### config.mk
export PLATFORM = sky130hd
export DESIGN_NAME = tte_fifo
export DESIGN_NICKNAME = d
export VERILOG_FILES = /design/src/hdl/tte_fifo.sv
export SDC_FILE = /design/constraint.sdc
export NUM_CORES = 1
export LEC_CHECK = 0
export BUFFER_PORTS_ARGS = -buffer_cell sky130_fd_sc_hd__buf_2
export CORE_ASPECT_RATIO = 0.9
export CORE_MARGIN = 2
export CORE_UTILIZATION = 52
export CTS_BUF_LIST = sky130_fd_sc_hd__clkbuf_4
export DETAILED_ROUTE_END_ITERATION = 6
export PLACE_DENSITY = 0.8
export SLEW_MARGIN = 20
export SYNTH_ARGS = -nofsm -noshare
export SYNTH_HDL_FRONTEND = slang
export SYNTH_SLANG_ARGS = --single-unit
### constraint.sdc
create_clock -name clk -period 1.8 [get_ports clk]
set_input_delay 0.36 -clock clk [delete_from_list [all_inputs] [get_ports clk]]
set_output_delay 0.36 -clock clk [all_outputs]
set_load 0.005 [all_outputs]
### src/hdl/tte_fifo.sv
// ----------------------------------------------------------------------------
// tte_fifo
// Two-entry queue that lets producer and consumer stall independently.
// ----------------------------------------------------------------------------
`timescale 1ns / 1ps

module tte_fifo #(
	parameter int WIDTH = 8
) (
	input logic clk,
	input logic arst_n,
	input logic push,
	input logic [WIDTH-1:0] din,
	output logic full,
	input logic pop,
	output logic [WIDTH-1:0] dout,
	output logic empty
);

	logic [WIDTH-1:0] mem_q [2];
	logic wr_q;
	logic rd_q;
	logic [1:0] cnt_q;
	logic do_push;
	logic do_pop;

	assign full = (cnt_q == 2'd2);
	assign empty = (cnt_q == 2'd0);
	assign dout = mem_q[rd_q];
	assign do_push = push & ~full;
	assign do_pop = pop & ~empty;

	// Pointer and occupancy tracking.
	always_ff @(posedge clk or negedge arst_n) begin
		if (!arst_n) begin
			wr_q <= 1'b0;
			rd_q <= 1'b0;
			cnt_q <= 2'd0;
		end else begin
			if (do_push) begin
				wr_q <= ~wr_q;
			end
			if (do_pop) begin
				rd_q <= ~rd_q;
			end
			if (do_push && !do_pop) begin
				cnt_q <= cnt_q + 2'd1;
			end else if (!do_push && do_pop) begin
				cnt_q <= cnt_q - 2'd1;
			end
		end
	end

	// Entry storage.
	always_ff @(posedge clk) begin
		if (do_push) begin
			mem_q[wr_q] <= din;
		end
	end

endmodule

Word-level counts from Yosys, hierarchy flattened
Memory sizes are Yosys's and may differ from the RTL's.
Index checks and enable logic that the tools add are counted.
{"block": "word_totals", "reg_bits": 4, "ram_bits": 16, "mem_count": 1}
{"memory": "mem_q", "depth": 2, "word_bits": 8, "rd": 1, "rd_clocked_by_memory_dff": 0, "wr": 1, "line_no": "20", "rtl": "logic [WIDTH-1:0] mem_q [2];"}
{"block": "op_classes", "n_addsub": 2, "n_eq_ne": 1, "n_mux": 4, "n_bitwise": 6, "n_reduce_logical": 6}
{"cell": "$mux W2", "count": 2}
{"cell": "$not A1 Y1", "count": 4}
{"cell": "$add A2 B1 Y2 const B", "count": 1}
{"cell": "$and A1 B1 Y1", "count": 2}
{"cell": "$eq A2 B2 Y1 const B", "count": 1}
{"cell": "$logic_and A1 B1 Y1", "count": 2}
{"cell": "$logic_not A1 Y1", "count": 2}
{"cell": "$logic_not A2 Y1", "count": 1}
{"cell": "$mux W1", "count": 2}
{"cell": "$reduce_bool A2 Y1", "count": 1}
{"cell": "$sub A2 B1 Y2 const B", "count": 1}

Longest topological paths before layout
{"block": "logic_depth", "depth_word": 7, "depth_mapped": 7}

Worst setup path after synthesis
OpenSTA, ideal clock, no wires.
{"block": "synth_path", "kind": "register to register", "start": "register cnt_q[0]", "end": "memory mem_q[0][0] (enable)", "setup_time_ns": 0.370, "arrival_time_ns": 1.022, "setup_slack_ns": 0.408, "path_stages_with_launch": 4, "period_less_slack_ns": 1.392, "path_cell_list": "dfrtp_1 -> nand2b_1 -> nand2_2 -> nor2_1"}
{"block": "synth_via", "elab_chain_len": 5}
{"element": "start, declared", "line_no": "23", "rtl": "logic [1:0] cnt_q;"}
{"element": "start signal, assigned", "line_no": "47", "rtl": "cnt_q <= cnt_q + 2'd1;"}
{"element": "start signal, assigned", "line_no": "49", "rtl": "cnt_q <= cnt_q - 2'd1;"}
{"element": "$eq A2 B2 Y1", "line_no": "27", "rtl": "assign full = (cnt_q == 2'd2);"}
{"element": "$not A1 Y1", "line_no": "30", "rtl": "assign do_push = push & ~full;"}
{"element": "$and A1 B1 Y1", "line_no": "30"}
{"element": "$mux W1", "line_no": "56", "rtl": "if (do_push) begin"}
{"element": "$mux W1 (implied by the code)", "line_no": "57", "rtl": "mem_q[wr_q] <= din;"}
{"element": "end, declared", "line_no": "20"}
Every way passes these cells.

Final worst setup path
{"block": "layout_path", "start": "register rd_q", "end": "output port dout[5]"}
{"block": "layout_via", "elab_chain_len": 1}
{"element": "start, declared", "line_no": "22", "rtl": "logic rd_q;"}
{"element": "start signal, assigned", "line_no": "44", "rtl": "rd_q <= ~rd_q;"}
{"element": "$mem_v2 Z2 W8"}
{"element": "end, declared", "line_no": "16", "rtl": "output logic [WIDTH-1:0] dout,"}
Every way passes these cells.

==> metrics.yaml <==
setup_path:
  worstPathRequired_ns: 1.44
  ff2ff_setup_slack_ns: 0.31
  start_kind: "flip-flop"
  critPathCaptureType: "primary output"
  crit_start: "rd_q$_DFFE_PN0P_"
  cp_slowest_cell: "dfrtp_2"
  crit_type: "reg2out"
  max_stage_delay_ns: 0.51
  crit_arrival_ns: 1.29
  r2r-start: "cnt_q[0]$_DFFE_PN0P_"
  crit_path_cell_trace: "mux2_2 -> buf_2"
  cp_max_fo: 9
grt:
  antenna_found_initial: 0
  grt_pass1_wl_um: 1662
  grtUsageTotal: 0.1420
  grt_overflow: 0
  first_global_vias: 400
  grt_max_degree: 13
die:
  coreArea_um2: 1431
  start_util: 0.5463
  dieHeight_um: 40.79
  die_w_um: 44.88
  boundaryPins: 22
  rows: 13
  die_area_um2: 1830
route:
  routedWlPerCell_um: 13.70
  vias: 438
  vias_per_cell: 5.093
  antenna_left: 0
  drcViolationCount: 0
  initialDrtViolationCount: 8
  routed_wl_um: 1178
  dr.pass1.iters: 4
place:
  place_area_um2: 915.9
  dpl.cell_count: 81
  dp_slack_ns: 0.3354
  detailed_place_hpwl_um: 776.1
  port_buffers: 21
  globalplace.congestion: 0.6485
synthesis:
  ys_seq_area_frac: 0.7424
  ys.flop_type: "edfxtp_1"
  async_flop_share: 0.2000
  synth_seq_cells: 20
  yosysTopAreaCellShare: 0.6144
  synth_edf_count: 16
  synthCells: 44
  synth_area_um2: 782.0
  synth_area_leader_cell: "edfxtp_1"
  synth_common_cells: "edfxtp_1, mux2_1, dfrtp_1, nor2_1"
  yosysMostFrequentCell: "edfxtp_1"
  ys_warn_count: 0
  synth_area_leaders: "edfxtp_1, dfrtp_1, mux2_1"
  synth_cell_types: 15
  syn_nets: 57
  avgSynthCellArea_um2: 17.77
timing:
  finalHoldViolCount: 0
  slew_viol_final: 0
  fin_crit_ns: 1.653
  fin_crit_sh: 0.9182
  rsz0062_at_grt: "false"
  slew-limit-headroom: 0.7542
  tns_ns: 0
  fmax_mhz: 605.0
  tightest_slew_ns: 0.3687
  setup_viol: 0
  clock_skew_ns: 0.003899
  layout_setup_ws_ns: 0.1472
cts:
  htree_levels: 1
  cts_made_buffers: 3
  clkTransAtPathRegs_ns: 0.12
  clock_sinks: 20
  root_buffer: "clkbuf_4"
  cts_buffer_depth: 2
  cts_tree: "built"
  worstSkewPairLatency_ns: 0.30
finish:
  regArea_um2: 581.8
  fillers: 110
  design_area_um2: 979.7
  final_cell_count_no_fill: 86
  drive_gt1_frac: 0.4507
  syn2layout_area_growth_pct: 25.28
  utilization: 0.6844
  nets: 85
  multi_input_area_um2: 188.9
  antennaDiodeCount: 0
flow_run:
  drv_cap: 0
hold_path:
  min_from: "din[7]"
  holdCritPathClass: "in2reg"
power:
  p_per_area_nw_per_um2: 1599
  max-vdd-ir-drop_v: 0.001038
  p_leak_nw: 0.4158
outcome:
  status: "complete, no violations"
## stage by stage
| stage | hold WS [ns] | total power, mW |
|---|---|---|
| 2_1_floorplan | 0.06441 | 1.029 |
| 3_3_place_gp | 0.1712 | 1.199 |
| 3_5_place_dp | 0.1707 | 1.210 |
| 4_1_cts | 0.2304 | 1.578 |
| 5_1_grt | 0.2255 | 1.647 |
| 6_report | 0.2341 | 1.567 |
## report_power, final
part,internal [mW],total (mW),switching [mW]
combinational,0.255,0.453,0.197
sequential,0.648,0.747,0.0983
clock,0.225,0.367,0.142
total,1.13,1.57,0.438
## cell usage in the layout, fill, tap and decap left out, types with 2 or more instances in the layout
master	netlist	layout
buf_2	1	21
xnor2_1	2	2
nor2_1	3	3
dfrtp_1	4	3
buf_4	0	2
mux2_2	2	2
xor2_1	2	2
edfxtp_1	16	16
inv_1	2	2
clkbuf_4	0	3
mux2_1	6	6
## state kept, by name (all words and copies together), names as in the netlist
register and cells:
rd_q 1, mem_q 16, wr_q 1, cnt_q 2
## what timing repair did
action | 4_1_cts | 5_1_grt
hold endpoints to repair | 4 | 0
hold buffers | 1 | 0
resized for setup | 0 | 1
endpoints found under the setup margin | 0 | 6
buffers inserted | 0 | 0
## routing by layer
layer  track usage  vias to the layer above  routed length [um]
li1              -                      212                   -
met3       0.02643                        4                  43
met5             0                        -                   0
met4        0.1103                        0                  17
met1        0.1507                      211                 546
met2        0.2572                       11                 570
## worst paths after layout
kind	to	cells past startpoint
setup reg to reg	cnt_q[1]$_DFFE_PN0P_	7
max in group asynchronous	rd_q$_DFFE_PN0P_	2
min in group asynchronous	wr_q$_DFFE_PN0P_	2
hold / removal	mem_q[1][7]$_DFFE_PP_	1
setup / recovery	dout[5]	2
hold reg to reg	cnt_q[1]$_DFFE_PN0P_	1
## worst max-delay path, delay by kind of cell (launching register included)
| kind | cells | cell delay (ns) |
|---|---|---|
| flops | 1 | 0.51 |
| mux | 1 | 0.36 |
| buf+inv | 1 | 0.12 |
## logic make-up (layout without fill, tap and decap cells)
| logic type | Yosys count | in the layout | synth area share |
|---|---|---|---|
| AOI/OAI and AO/OA | 1 | 1 | 0.006394 |
| xor gates and xnor gates | 5 | 5 | 0.06561 |
| adders and majority gates | 1 | 1 | 0.01600 |
| buffers and inverters | 3 | 30 | 0.01600 |
| DFF | 20 | 20 | 0.7424 |
| muxes | 8 | 8 | 0.1152 |
| and+or+nand+nor | 6 | 6 | 0.03841 |
## area by class of cell
class                   count  share of cell area
repair buffers             24              0.1328
multi-input cells          21              0.1928
inverters                   2            0.007663
well taps                  15             0.01916
clock buffers               3             0.02299
clock inverters             1             0.03065
flip-flops and latches     20              0.5939
No activity file was read; power rests on OpenSTA's default activity.
