<file path="src/hdl/tte_pkg.sv">
// ----------------------------------------------------------------------------
// tte_pkg
// Types, codes and helpers shared by the terminal engine modules.
// ----------------------------------------------------------------------------
`timescale 1ns / 1ps

package tte_pkg;

	// Widths that cover the largest supported screen.
	localparam int ROW_W = 6;
	localparam int COL_W = 7;
	localparam int PARAM_W = 16;

	localparam logic [7:0] CH_ESC = 8'h1B;
	localparam logic [7:0] CH_DEL = 8'h7F;
	localparam logic [7:0] CH_BS = 8'h08;
	localparam logic [7:0] CH_TAB = 8'h09;
	localparam logic [7:0] CH_CR = 8'h0D;
	localparam logic [7:0] CH_LF = 8'h0A;
	localparam logic [7:0] CH_SPACE = 8'h20;

	localparam logic [1:0] MODE_NORMAL = 2'd0;
	localparam logic [1:0] MODE_ESC = 2'd1;
	localparam logic [1:0] MODE_CSI = 2'd2;

	localparam logic [3:0] FORE_RESET = 4'd15;
	localparam logic [3:0] BACK_RESET = 4'd0;

	// Commands handed from the parser to the executor.
	typedef enum logic [3:0] {
		CMD_NOP,
		CMD_PUT,
		CMD_BS,
		CMD_DEL,
		CMD_TAB,
		CMD_CR,
		CMD_LF,
		CMD_SAVE,
		CMD_RESTORE,
		CMD_LEFT,
		CMD_RIGHT,
		CMD_HOME,
		CMD_CLEAR,
		CMD_READ
	} cmd_kind_t;

	typedef struct packed {
		cmd_kind_t kind;
		logic [7:0] ch;
		logic [ROW_W-1:0] row;
		logic [COL_W-1:0] col;
		logic has_col;
		logic [PARAM_W-1:0] n;
		logic [3:0] fore;
		logic [3:0] back;
		logic [1:0] mode;
	} cmd_t;

	typedef struct packed {
		logic [7:0] ch;
		logic [3:0] fore;
		logic [3:0] back;
		logic [4:0] row;
		logic [6:0] col;
		logic [1:0] mode;
	} res_t;

	// ANSI color number to VGA color code.
	function automatic logic [3:0] ansi_to_vga(input logic [2:0] a);
		logic [3:0] v;
		case (a)
			3'd0: v = 4'd0;
			3'd1: v = 4'd4;
			3'd2: v = 4'd2;
			3'd3: v = 4'd14;
			3'd4: v = 4'd1;
			3'd5: v = 4'd5;
			3'd6: v = 4'd3;
			default: v = 4'd15;
		endcase
		return v;
	endfunction

	// Applies one SGR parameter to a color pair {fore, back}.
	function automatic logic [7:0] apply_sgr(input logic [7:0] colors,
			input logic [PARAM_W-1:0] p);
		logic [7:0] r;
		logic [PARAM_W-1:0] d;
		logic [PARAM_W-1:0] e;
		r = colors;
		d = p - PARAM_W'(30);
		e = p - PARAM_W'(40);
		if (p >= PARAM_W'(30) && p <= PARAM_W'(37)) begin
			r[7:4] = ansi_to_vga(d[2:0]);
		end else if (p >= PARAM_W'(40) && p <= PARAM_W'(47)) begin
			r[3:0] = ansi_to_vga(e[2:0]);
		end else if (p == PARAM_W'(39)) begin
			r[7:4] = FORE_RESET;
		end else if (p == PARAM_W'(49)) begin
			r[3:0] = BACK_RESET;
		end
		return r;
	endfunction

endpackage

</file>
<file path="src/hdl/tte_front.sv">
// ----------------------------------------------------------------------------
// tte_front
// Escape parser: classifies each transfer into one executor command.
// ----------------------------------------------------------------------------
`timescale 1ns / 1ps

module tte_front #(
	parameter int COLS = 80,
	parameter int ROWS = 25,
	parameter int PARAM_SLOTS = 8
) (
	input logic clk,
	input logic arst_n,
	input logic take,
	input logic opcode,
	input logic [7:0] data_byte,
	input logic [4:0] read_row,
	input logic [6:0] read_col,
	output tte_pkg::cmd_t cmd
);

	import tte_pkg::*;

	localparam int IW = $clog2(PARAM_SLOTS + 1);

	logic [1:0] mode_q, mode_d;
	logic [7:0] colors_q, colors_d;
	logic [7:0] pend_q, pend_d;
	logic [PARAM_W-1:0] acc_q, acc_d;
	logic [PARAM_W-1:0] p0_q, p0_d;
	logic [PARAM_W-1:0] p1_q, p1_d;
	logic [IW-1:0] idx_q, idx_d;

	logic [19:0] acc_mul;
	logic [PARAM_W-1:0] acc_sat;
	logic slot_free;
	logic [PARAM_W-1:0] fp0;
	logic [PARAM_W-1:0] fp1;
	logic [7:0] fin_colors;
	logic [PARAM_W-1:0] n_val;
	logic in_range;

	// Decimal accumulation with saturation.
	always_comb begin
		acc_mul = {1'b0, acc_q, 3'b000} + {3'b000, acc_q, 1'b0} + 20'(data_byte[3:0]);
		acc_sat = (acc_mul > 20'd65535) ? 16'hFFFF : acc_mul[15:0];
	end

	// Values of the sequence at its final byte.
	always_comb begin
		slot_free = (idx_q < IW'(PARAM_SLOTS));
		fp0 = (slot_free && idx_q == IW'(0)) ? acc_q : p0_q;
		fp1 = (slot_free && idx_q == IW'(1)) ? acc_q : p1_q;
		fin_colors = slot_free ? apply_sgr(pend_q, acc_q) : pend_q;
		n_val = (fp0 == '0) ? PARAM_W'(1) : fp0;
		in_range = ({2'b00, read_row} < 7'(ROWS)) && ({1'b0, read_col} < 8'(COLS));
	end

	// Classification and next parser state.
	always_comb begin
		mode_d = mode_q;
		colors_d = colors_q;
		pend_d = pend_q;
		acc_d = acc_q;
		p0_d = p0_q;
		p1_d = p1_q;
		idx_d = idx_q;
		cmd = '0;
		cmd.kind = CMD_NOP;
		cmd.ch = data_byte;
		if (opcode) begin
			cmd.kind = in_range ? CMD_READ : CMD_NOP;
			cmd.row = ROW_W'(read_row);
			cmd.col = read_col;
		end else begin
			case (mode_q)
				MODE_NORMAL: begin
					case (data_byte)
						CH_ESC: mode_d = MODE_ESC;
						CH_DEL: cmd.kind = CMD_DEL;
						CH_BS: cmd.kind = CMD_BS;
						CH_TAB: cmd.kind = CMD_TAB;
						CH_CR: cmd.kind = CMD_CR;
						CH_LF: cmd.kind = CMD_LF;
						default: begin
							if (data_byte >= CH_SPACE && data_byte < CH_DEL) begin
								cmd.kind = CMD_PUT;
							end
						end
					endcase
				end
				MODE_ESC: begin
					mode_d = MODE_NORMAL;
					if (data_byte == "7") begin
						cmd.kind = CMD_SAVE;
					end else if (data_byte == "8") begin
						cmd.kind = CMD_RESTORE;
					end else if (data_byte == "[") begin
						mode_d = MODE_CSI;
						acc_d = '0;
						p0_d = '0;
						p1_d = '0;
						idx_d = '0;
						pend_d = colors_q;
					end
				end
				default: begin
					if (data_byte >= "0" && data_byte <= "9") begin
						if (slot_free) begin
							acc_d = acc_sat;
						end
					end else if (data_byte == ";" && slot_free) begin
						// A finished parameter is folded into the pending colors.
						if (idx_q == IW'(0)) begin
							p0_d = acc_q;
						end
						if (idx_q == IW'(1)) begin
							p1_d = acc_q;
						end
						pend_d = apply_sgr(pend_q, acc_q);
						acc_d = '0;
						idx_d = idx_q + IW'(1);
					end else begin
						mode_d = MODE_NORMAL;
						case (data_byte)
							"m": colors_d = fin_colors;
							"D": begin
								cmd.kind = CMD_LEFT;
								cmd.n = n_val;
							end
							"C": begin
								cmd.kind = CMD_RIGHT;
								cmd.n = n_val;
							end
							"H", "f": begin
								cmd.kind = CMD_HOME;
								cmd.row = (fp0 >= PARAM_W'(ROWS)) ? ROW_W'(ROWS - 1) :
									ROW_W'(fp0);
								cmd.col = (fp1 >= PARAM_W'(COLS)) ? COL_W'(COLS - 1) :
									COL_W'(fp1);
								cmd.has_col = (idx_q != IW'(0));
							end
							"J": begin
								if (fp0 == PARAM_W'(2)) begin
									cmd.kind = CMD_CLEAR;
								end
							end
							default: ;
						endcase
					end
				end
			endcase
		end
		cmd.mode = mode_d;
		cmd.fore = colors_d[7:4];
		cmd.back = colors_d[3:0];
	end

	// Parser state registers.
	always_ff @(posedge clk or negedge arst_n) begin
		if (!arst_n) begin
			mode_q <= MODE_NORMAL;
			colors_q <= {FORE_RESET, BACK_RESET};
			pend_q <= {FORE_RESET, BACK_RESET};
			acc_q <= '0;
			p0_q <= '0;
			p1_q <= '0;
			idx_q <= '0;
		end else if (take) begin
			mode_q <= mode_d;
			colors_q <= colors_d;
			pend_q <= pend_d;
			acc_q <= acc_d;
			p0_q <= p0_d;
			p1_q <= p1_d;
			idx_q <= idx_d;
		end
	end

endmodule

</file>
<file path="config.mk">
export PLATFORM = sky130hd
export DESIGN_NAME = tte_front
export DESIGN_NICKNAME = d
export VERILOG_FILES = /design/src/hdl/tte_pkg.sv /design/src/hdl/tte_front.sv
export SDC_FILE = /design/constraint.sdc
export NUM_CORES = 1
export LEC_CHECK = 0
export BUFFER_PORTS_ARGS = -buffer_cell sky130_fd_sc_hd__buf_2
export CAP_MARGIN = 5
export CELL_PAD_IN_SITES_DETAIL_PLACEMENT = 0
export CELL_PAD_IN_SITES_GLOBAL_PLACEMENT = 2
export CORE_MARGIN = 3
export CORE_UTILIZATION = 25
export CTS_CLUSTER_SIZE = 24
export DETAILED_ROUTE_END_ITERATION = 12
export PLACE_DENSITY = 0.64
export REMOVE_ABC_BUFFERS = 1
export SETUP_SLACK_MARGIN = 0.2
export SYNTH_ARGS = -nofsm -noshare
export SYNTH_HDL_FRONTEND = slang
export SYNTH_SLANG_ARGS = --single-unit
</file>
<file path="constraint.sdc">
create_clock -name clk -period 8.6 [get_ports clk]
set_input_delay 0.43 -clock clk [delete_from_list [all_inputs] [get_ports clk]]
set_output_delay 0.43 -clock clk [all_outputs]
set_load 0.005 [all_outputs]
</file>
=== Yosys cells after proc, flatten, opt, wreduce, memory -nomap -nowiden ===
Cells that the tools add are included.

* Add/subtract/negate cells: 5
* Multipliers: 0
* Divide/modulo/power cells: 0
* $lt $le $gt $ge: 14
* Equality and inequality tests: 38
* Shift-type cells: 0
* Mux-type cells: 74
* Bitwise operators: 2
* Reductions and logical operators: 25

{| class="wikitable"
|+ Operator list
! operator !! count
|-
| $mux 16 || 17
|-
| $pmux 16 s2 || 3
|-
| $mux 30 || 3
|-
| $mux 8 || 11
|-
| $mux 4 || 19
|-
| $eq 8x7->1 const B || 8
|-
| $pmux 4 s7 || 2
|-
| $eq 16x6->1 const B || 2
|-
| $eq 8x4->1 const B || 4
|-
| $ge 16x5->1 const B || 2
|-
| $le 16x6->1 const B || 2
|-
| $eq 8x6->1 const B || 3
|-
| $add 19x17->20 || 1
|-
| $add 20x4->20 || 1
|-
| $gt 20x16->1 const B || 1
|-
| $eq 3x3->1 const B || 6
|-
| $pmux 3 s6 || 1
|-
| $reduce_and 9->1 || 2
|-
| $mux 17 || 1
|-
| $eq 16x2->1 const B || 1
|-
| $ge 16x6->1 const B || 1
|-
| $ge 16x7->1 const B || 1
|-
| $ge 8x6->1 const B || 2
|-
| $logic_not 16->1 || 1
|-
| 36 further kinds || 63
|}

* Register bits after elaboration: 70
* Latch bits: 0
* RAM bits: 0
* Bits in read-only memories: 0
* Output and inout bits: 52
* Logic and storage cells: 165
* Memories kept: 0

=== Logic depth before layout (Yosys ltp) ===
* Depth after elaboration: 11
* Mapped depth: 11
* Gate-level depth less buffers: 11

=== Least setup slack after synthesis ===
No wires, ideal clock.

* Kind: input -> register
* Start point: input port data_byte[3]
* End point: register acc_q[10]
* Arrival time: 2.970 ns
* Setup slack: 5.509 ns
* Cell stages on the path: 10
* Buffers on the path: 0
* Path through: fa_1 > fa_1 > a21oi_2 > nor2_1 > o21a_1 > o41a_1 > a2111oi_2 > mux2_4 > nand3_1 > a22o_1

* Word-level cells in the longest chain between the ends: 6

{| class="wikitable"
|+ RTL lines
! item !! RTL line !! RTL
|-
| from (decl) || tte_front.sv:16 || <nowiki>input logic [7:0] data_byte,</nowiki>
|-
| $add 20x4->20 || tte_front.sv:45 || <nowiki>acc_mul = {1'b0, acc_q, 3'b000} + {3'b000, acc_q, 1'b0} + 20'(data_byte[3:0]);</nowiki>
|-
| $gt 20x16->1 || tte_front.sv:46 || <nowiki>acc_sat = (acc_mul > 20'd65535) ? 16'hFFFF : acc_mul[15:0];</nowiki>
|-
| $mux 16 || tte_front.sv:46 ||
|-
| $mux 16 || tte_front.sv:109 || <nowiki>if (slot_free) begin</nowiki>
|-
| $mux 16 || tte_front.sv:108 || <nowiki>if (data_byte >= "0" && data_byte <= "9") begin</nowiki>
|-
| $pmux 16 s2 || tte_front.sv:76 || <nowiki>case (mode_q)</nowiki>
|-
| to (signal assigned) || tte_front.sv:165 || <nowiki>acc_q <= '0;</nowiki>
|-
| to (signal assigned) || tte_front.sv:173 || <nowiki>acc_q <= acc_d;</nowiki>
|-
| to (decl) || tte_front.sv:29 || <nowiki>logic [PARAM_W-1:0] acc_q, acc_d;</nowiki>
|}

Parallel ways exist; a longest one is shown, timed or not. The select of a mux whose other input is x is not followed.
A chain may end at the register's enable or synchronous reset.

=== Worst setup path in the final report ===
* Start point: register acc_q[0]
* End point: register acc_q[10]

* Word-level cells in the longest chain between the ends: 7

{| class="wikitable"
|+ RTL lines
! item !! RTL line
|-
| $add 19x17->20 * || tte_front.sv:45
|-
| $add 20x4->20 * || tte_front.sv:45
|-
| $gt 20x16->1 || tte_front.sv:46
|-
| $mux 16 * || tte_front.sv:46
|-
| $mux 16 * || tte_front.sv:109
|-
| $mux 16 * || tte_front.sv:108
|-
| $pmux 16 s2 * || tte_front.sv:76
|}

Every way passes the cells marked *; elsewhere a longest branch is shown, timed or not. The select of a mux whose other input is x is not followed.

==> impl_metrics.py <==
metrics = {
    "min_path": {
        "min_path_type": "in2async",
    },
    "sta": {
        "timing.clock.skew_ps": 5.286,
        "tns_ps": 0,
        "period_minus_slack_ps": 3697,
        "maxClockFrequency_ghz": 0.2705,
        "timing_max_transition_violations_final": 0,
        "report.final.hold_viol_count": 0,
        "timing_worst_slew_pin_value_ps": 1025,
        "worst_slack_ps": 4903,
        "layout_worst_path_cycle_share_pct": 42.99,
        "setup_viol": 0,
        "max-slew-margin-rel_pct": 31.67,
        "rsz_0062_raised_after_global_routing": "false",
    },
    "clock_network": {
        "clock-root-buffer": "sky130_fd_sc_hd__clkbuf_16",
        "cts_hold_buffers": 0,
        "tritoncts": "yes",
        "cts.repair_timing.setup_buffer_count": 0,
        "numClockSinks": 70,
        "maximum_number_of_buffers_from_clock_root_to_sink": 2,
        "clk_pin_slew_ps": 60,
        "post_cts_resized": 0,
        "cts-htree-levels": 3,
        "clock_latency_at_the_later_pin_of_the_worst_skew_pair_ps": 330,
        "cts_buffers": 9,
    },
    "floorplanning": {
        "die_y_microns": 154.1,
        "io-pin-count": 76,
        "placeableCoreArea_sq_um": 21290,
        "rows": 53,
        "design.die.area_sq_um": 23760,
        "fp.dieW_microns": 154.1,
        "initial_standard_cell_utilization_of_the_core_pct": 25.77,
    },
    "grt": {
        "grt_antenna_before_repair": 0,
        "grt_pass1_vias": 5031,
        "globalRouteOverflowTotal": 0,
        "grt_start_max_net_pins": 71,
        "wire_length_of_the_first_global_routing_pass_mm": 27.50,
        "grt_total_usage_pct": 14.06,
    },
    "yosys": {
        "syn-cell-area_sq_um": 5487,
        "postSynthRegisterBits": 70,
        "ys.warnings.count": 0,
        "synth_cell_type_count": 77,
        "synth-edff-count": 0,
        "proportion_of_synthesized_chip_area_in_sequential_cells_pct": 32.11,
        "syn_inst": 673,
        "post_synth_arst_share_pct": 100.0,
        "post_synth.cell_area_avg_sq_um": 8.152,
        "synth_flop_cell": "sky130_fd_sc_hd__dfrtp_1",
    },
    "setup_path": {
        "timing.critical_path.fanout_max": 16,
        "signal_arrival_time_at_the_worst_endpoint_ps": 3920,
        "crit_path_class": "reg2reg",
        "critPathCaptureType": "flop",
        "setup_slack_on_the_worst_flop_to_flop_path_ps": 4900,
        "worstSetupStartpointType": "flop",
        "required_time_reported_for_the_critical_path_endpoint_ps": 8820,
    },
    "placement": {
        "dpl.hpwl_mm": 12.30,
        "gp_congestion": 0.8053,
        "place.port_buffers": 74,
        "dp_worst_setup_slack_ps": 4928,
    },
    "power_and_ir_drop": {
        "p_leak_nw": 2.827,
        "power_density_nw_per_um2": 119.2,
        "ir_drop_uv": 63.49,
        "power.total_uw": 745.8,
    },
    "cells_and_area": {
        "design.final.nets": 775,
        "final_core_utilization_pct": 29.40,
        "insertedDiodeCount": 0,
        "area.growth.synth_to_final_pct": 14.07,
        "final_layout_size_suffix_gt1_share_pct": 19.19,
    },
    "routing": {
        "drtIter0Drc": 269,
        "wl_per_cell_microns": 16.65,
        "routed_wirelength_mm": 16.56,
        "post_dr_vias_cell": 5.042,
        "final_antenna_net_count": 0,
        "route.detailed.drc": 0,
        "dr_total_vias": 5012,
        "drt_first_pass_iters": 4,
    },
    "run": {
        "max_cap_check_violation_count": 0,
    },
    "run_status": {
        "outcome": "finished clean",
    },
}
[placed cells by master (no fill, tap or decap), types with 5 or more instances in the layout]
cell,Yosys,final
sky130_fd_sc_hd__xnor2_1,5,5
sky130_fd_sc_hd__nand2b_1,7,7
sky130_fd_sc_hd__buf_4,13,5
sky130_fd_sc_hd__nor2b_1,6,6
sky130_fd_sc_hd__a21o_1,8,8
sky130_fd_sc_hd__and3_1,5,5
sky130_fd_sc_hd__dfrtp_1,62,62
sky130_fd_sc_hd__a31oi_1,5,5
sky130_fd_sc_hd__mux2i_1,9,9
sky130_fd_sc_hd__nor3_1,16,16
sky130_fd_sc_hd__buf_2,10,74
sky130_fd_sc_hd__clkbuf_16,0,9
sky130_fd_sc_hd__o21ai_0,64,64
sky130_fd_sc_hd__o21ai_1,7,7
sky130_fd_sc_hd__xor2_1,7,7
sky130_fd_sc_hd__dfstp_2,8,8
sky130_fd_sc_hd__a22o_1,10,10
sky130_fd_sc_hd__mux2_2,7,7
sky130_fd_sc_hd__a32oi_1,11,11
sky130_fd_sc_hd__nand2_1,136,136
sky130_fd_sc_hd__nor4_1,7,7
sky130_fd_sc_hd__nor2_1,46,46
sky130_fd_sc_hd__a21oi_1,44,44
sky130_fd_sc_hd__nand3_1,18,18
sky130_fd_sc_hd__inv_1,10,10
sky130_fd_sc_hd__ha_1,35,35
sky130_fd_sc_hd__a21oi_2,12,12
[cells in the mapped netlist, drive strengths merged (4+ instances only)]
library cell	number	area, sq um
nor2b	6	37.54
or2	4	27.53
nand4	4	25.02
a21oi	56	325.3
o211ai	4	30.03
o21a	4	30.03
a31oi	5	31.28
nor2	48	185.2
xor2	7	61.31
and3	5	31.28
mux2i	9	90.09
nand2	138	523.0
nand2b	8	57.55
nand3	18	90.09
xnor2	5	43.79
mux2	12	138.9
clkbuf	22	82.58
a22o	10	87.58
ha	35	437.9
inv	10	37.54
nor4	8	65.06
a32oi	11	96.34
o21ai	71	355.3
dfrtp	62	1551
nor3	17	96.35
a21o	9	75.07
buf	27	188.9
dfstp	8	210.2
or3	5	36.28
[worst paths after layout]
check,startpoint,to,cells past startpoint
worst min register to register,p1_q[10],p1_q[10],2
max in group asynchronous,arst_n,acc_q[12],2
worst max register to register,acc_q[0],acc_q[10],10
worst min-delay path,arst_n,mode_q[0],2
worst max-delay path,acc_q[0],acc_q[10],10
min in group clk,take,mode_q[1],2
[state kept, by name, indices dropped and copies added (netlist names)]
signal / flops
acc_q: 16
mode_q: 2
p0_q: 16
colors_q: 8
idx_q: 4
p1_q: 16
pend_q: 8
[layout make-up]
class,instances,area (sq um)
Clock buffer,11,232.7
Clock inverter,5,58.81
Fill cell,2290,15030
Inverter,10,37.54
Multi-Input combinational cell,544,3416
Sequential cell,70,1762
Tap cell,275,344.1
Timing Repair Buffer,79,407.9
[metal layers]
layer  vias to the layer above  track usage (%)  wire length, microns
met1                      2398            20.28                  8345
met5                         -                0                     0
met3                        12            2.083                   542
met4                         0            2.944                   159
li1                       2492                -                     -
met2                       110            22.38                  7508
[logic make-up (layout without fill, tap and decap cells)]
family	after synthesis	in the layout	share of synthesized area, %
mux	21	21	4.173
compound gates	199	199	23.83
fa+ha+maj	37	37	8.712
other cells	1	1	0.06835
simple gates	274	274	23.56
flops	70	70	32.11
buf+inv	59	105	5.633
xor+xnor	12	12	1.916
[power by group]
part	internal [mW]	switching (mW)	leakage, nW
Combinational	0.0145	0.0267	1.75
Clock	0.225	0.150	0.136
Sequential	0.330	0.0000503	0.944
[critical path: stages (launching register included)]
cell,delay (ps)
sky130_fd_sc_hd__dfrtp_1,680
sky130_fd_sc_hd__fa_1,560
sky130_fd_sc_hd__fa_1,500
sky130_fd_sc_hd__a21oi_2,200
sky130_fd_sc_hd__nor2_1,80
sky130_fd_sc_hd__o21a_1,180
sky130_fd_sc_hd__o41a_1,410
sky130_fd_sc_hd__a2111oi_2,310
sky130_fd_sc_hd__mux2_4,320
sky130_fd_sc_hd__nand3_1,100
sky130_fd_sc_hd__a22o_1,230
[through the flow]
stage / instances / hold slack, ps / cell area [sq um]
floorplan: 624 / 134.4 / 5215
global placement: 978 / 466.8 / 5967
detailed placement: 978 / 470.1 / 5967
CTS: 994 / 362.4 / 6259
global route: 994 / 401.4 / 6259
finish: 994 / 327.3 / 6259
(Power assumes the default switching activity.)
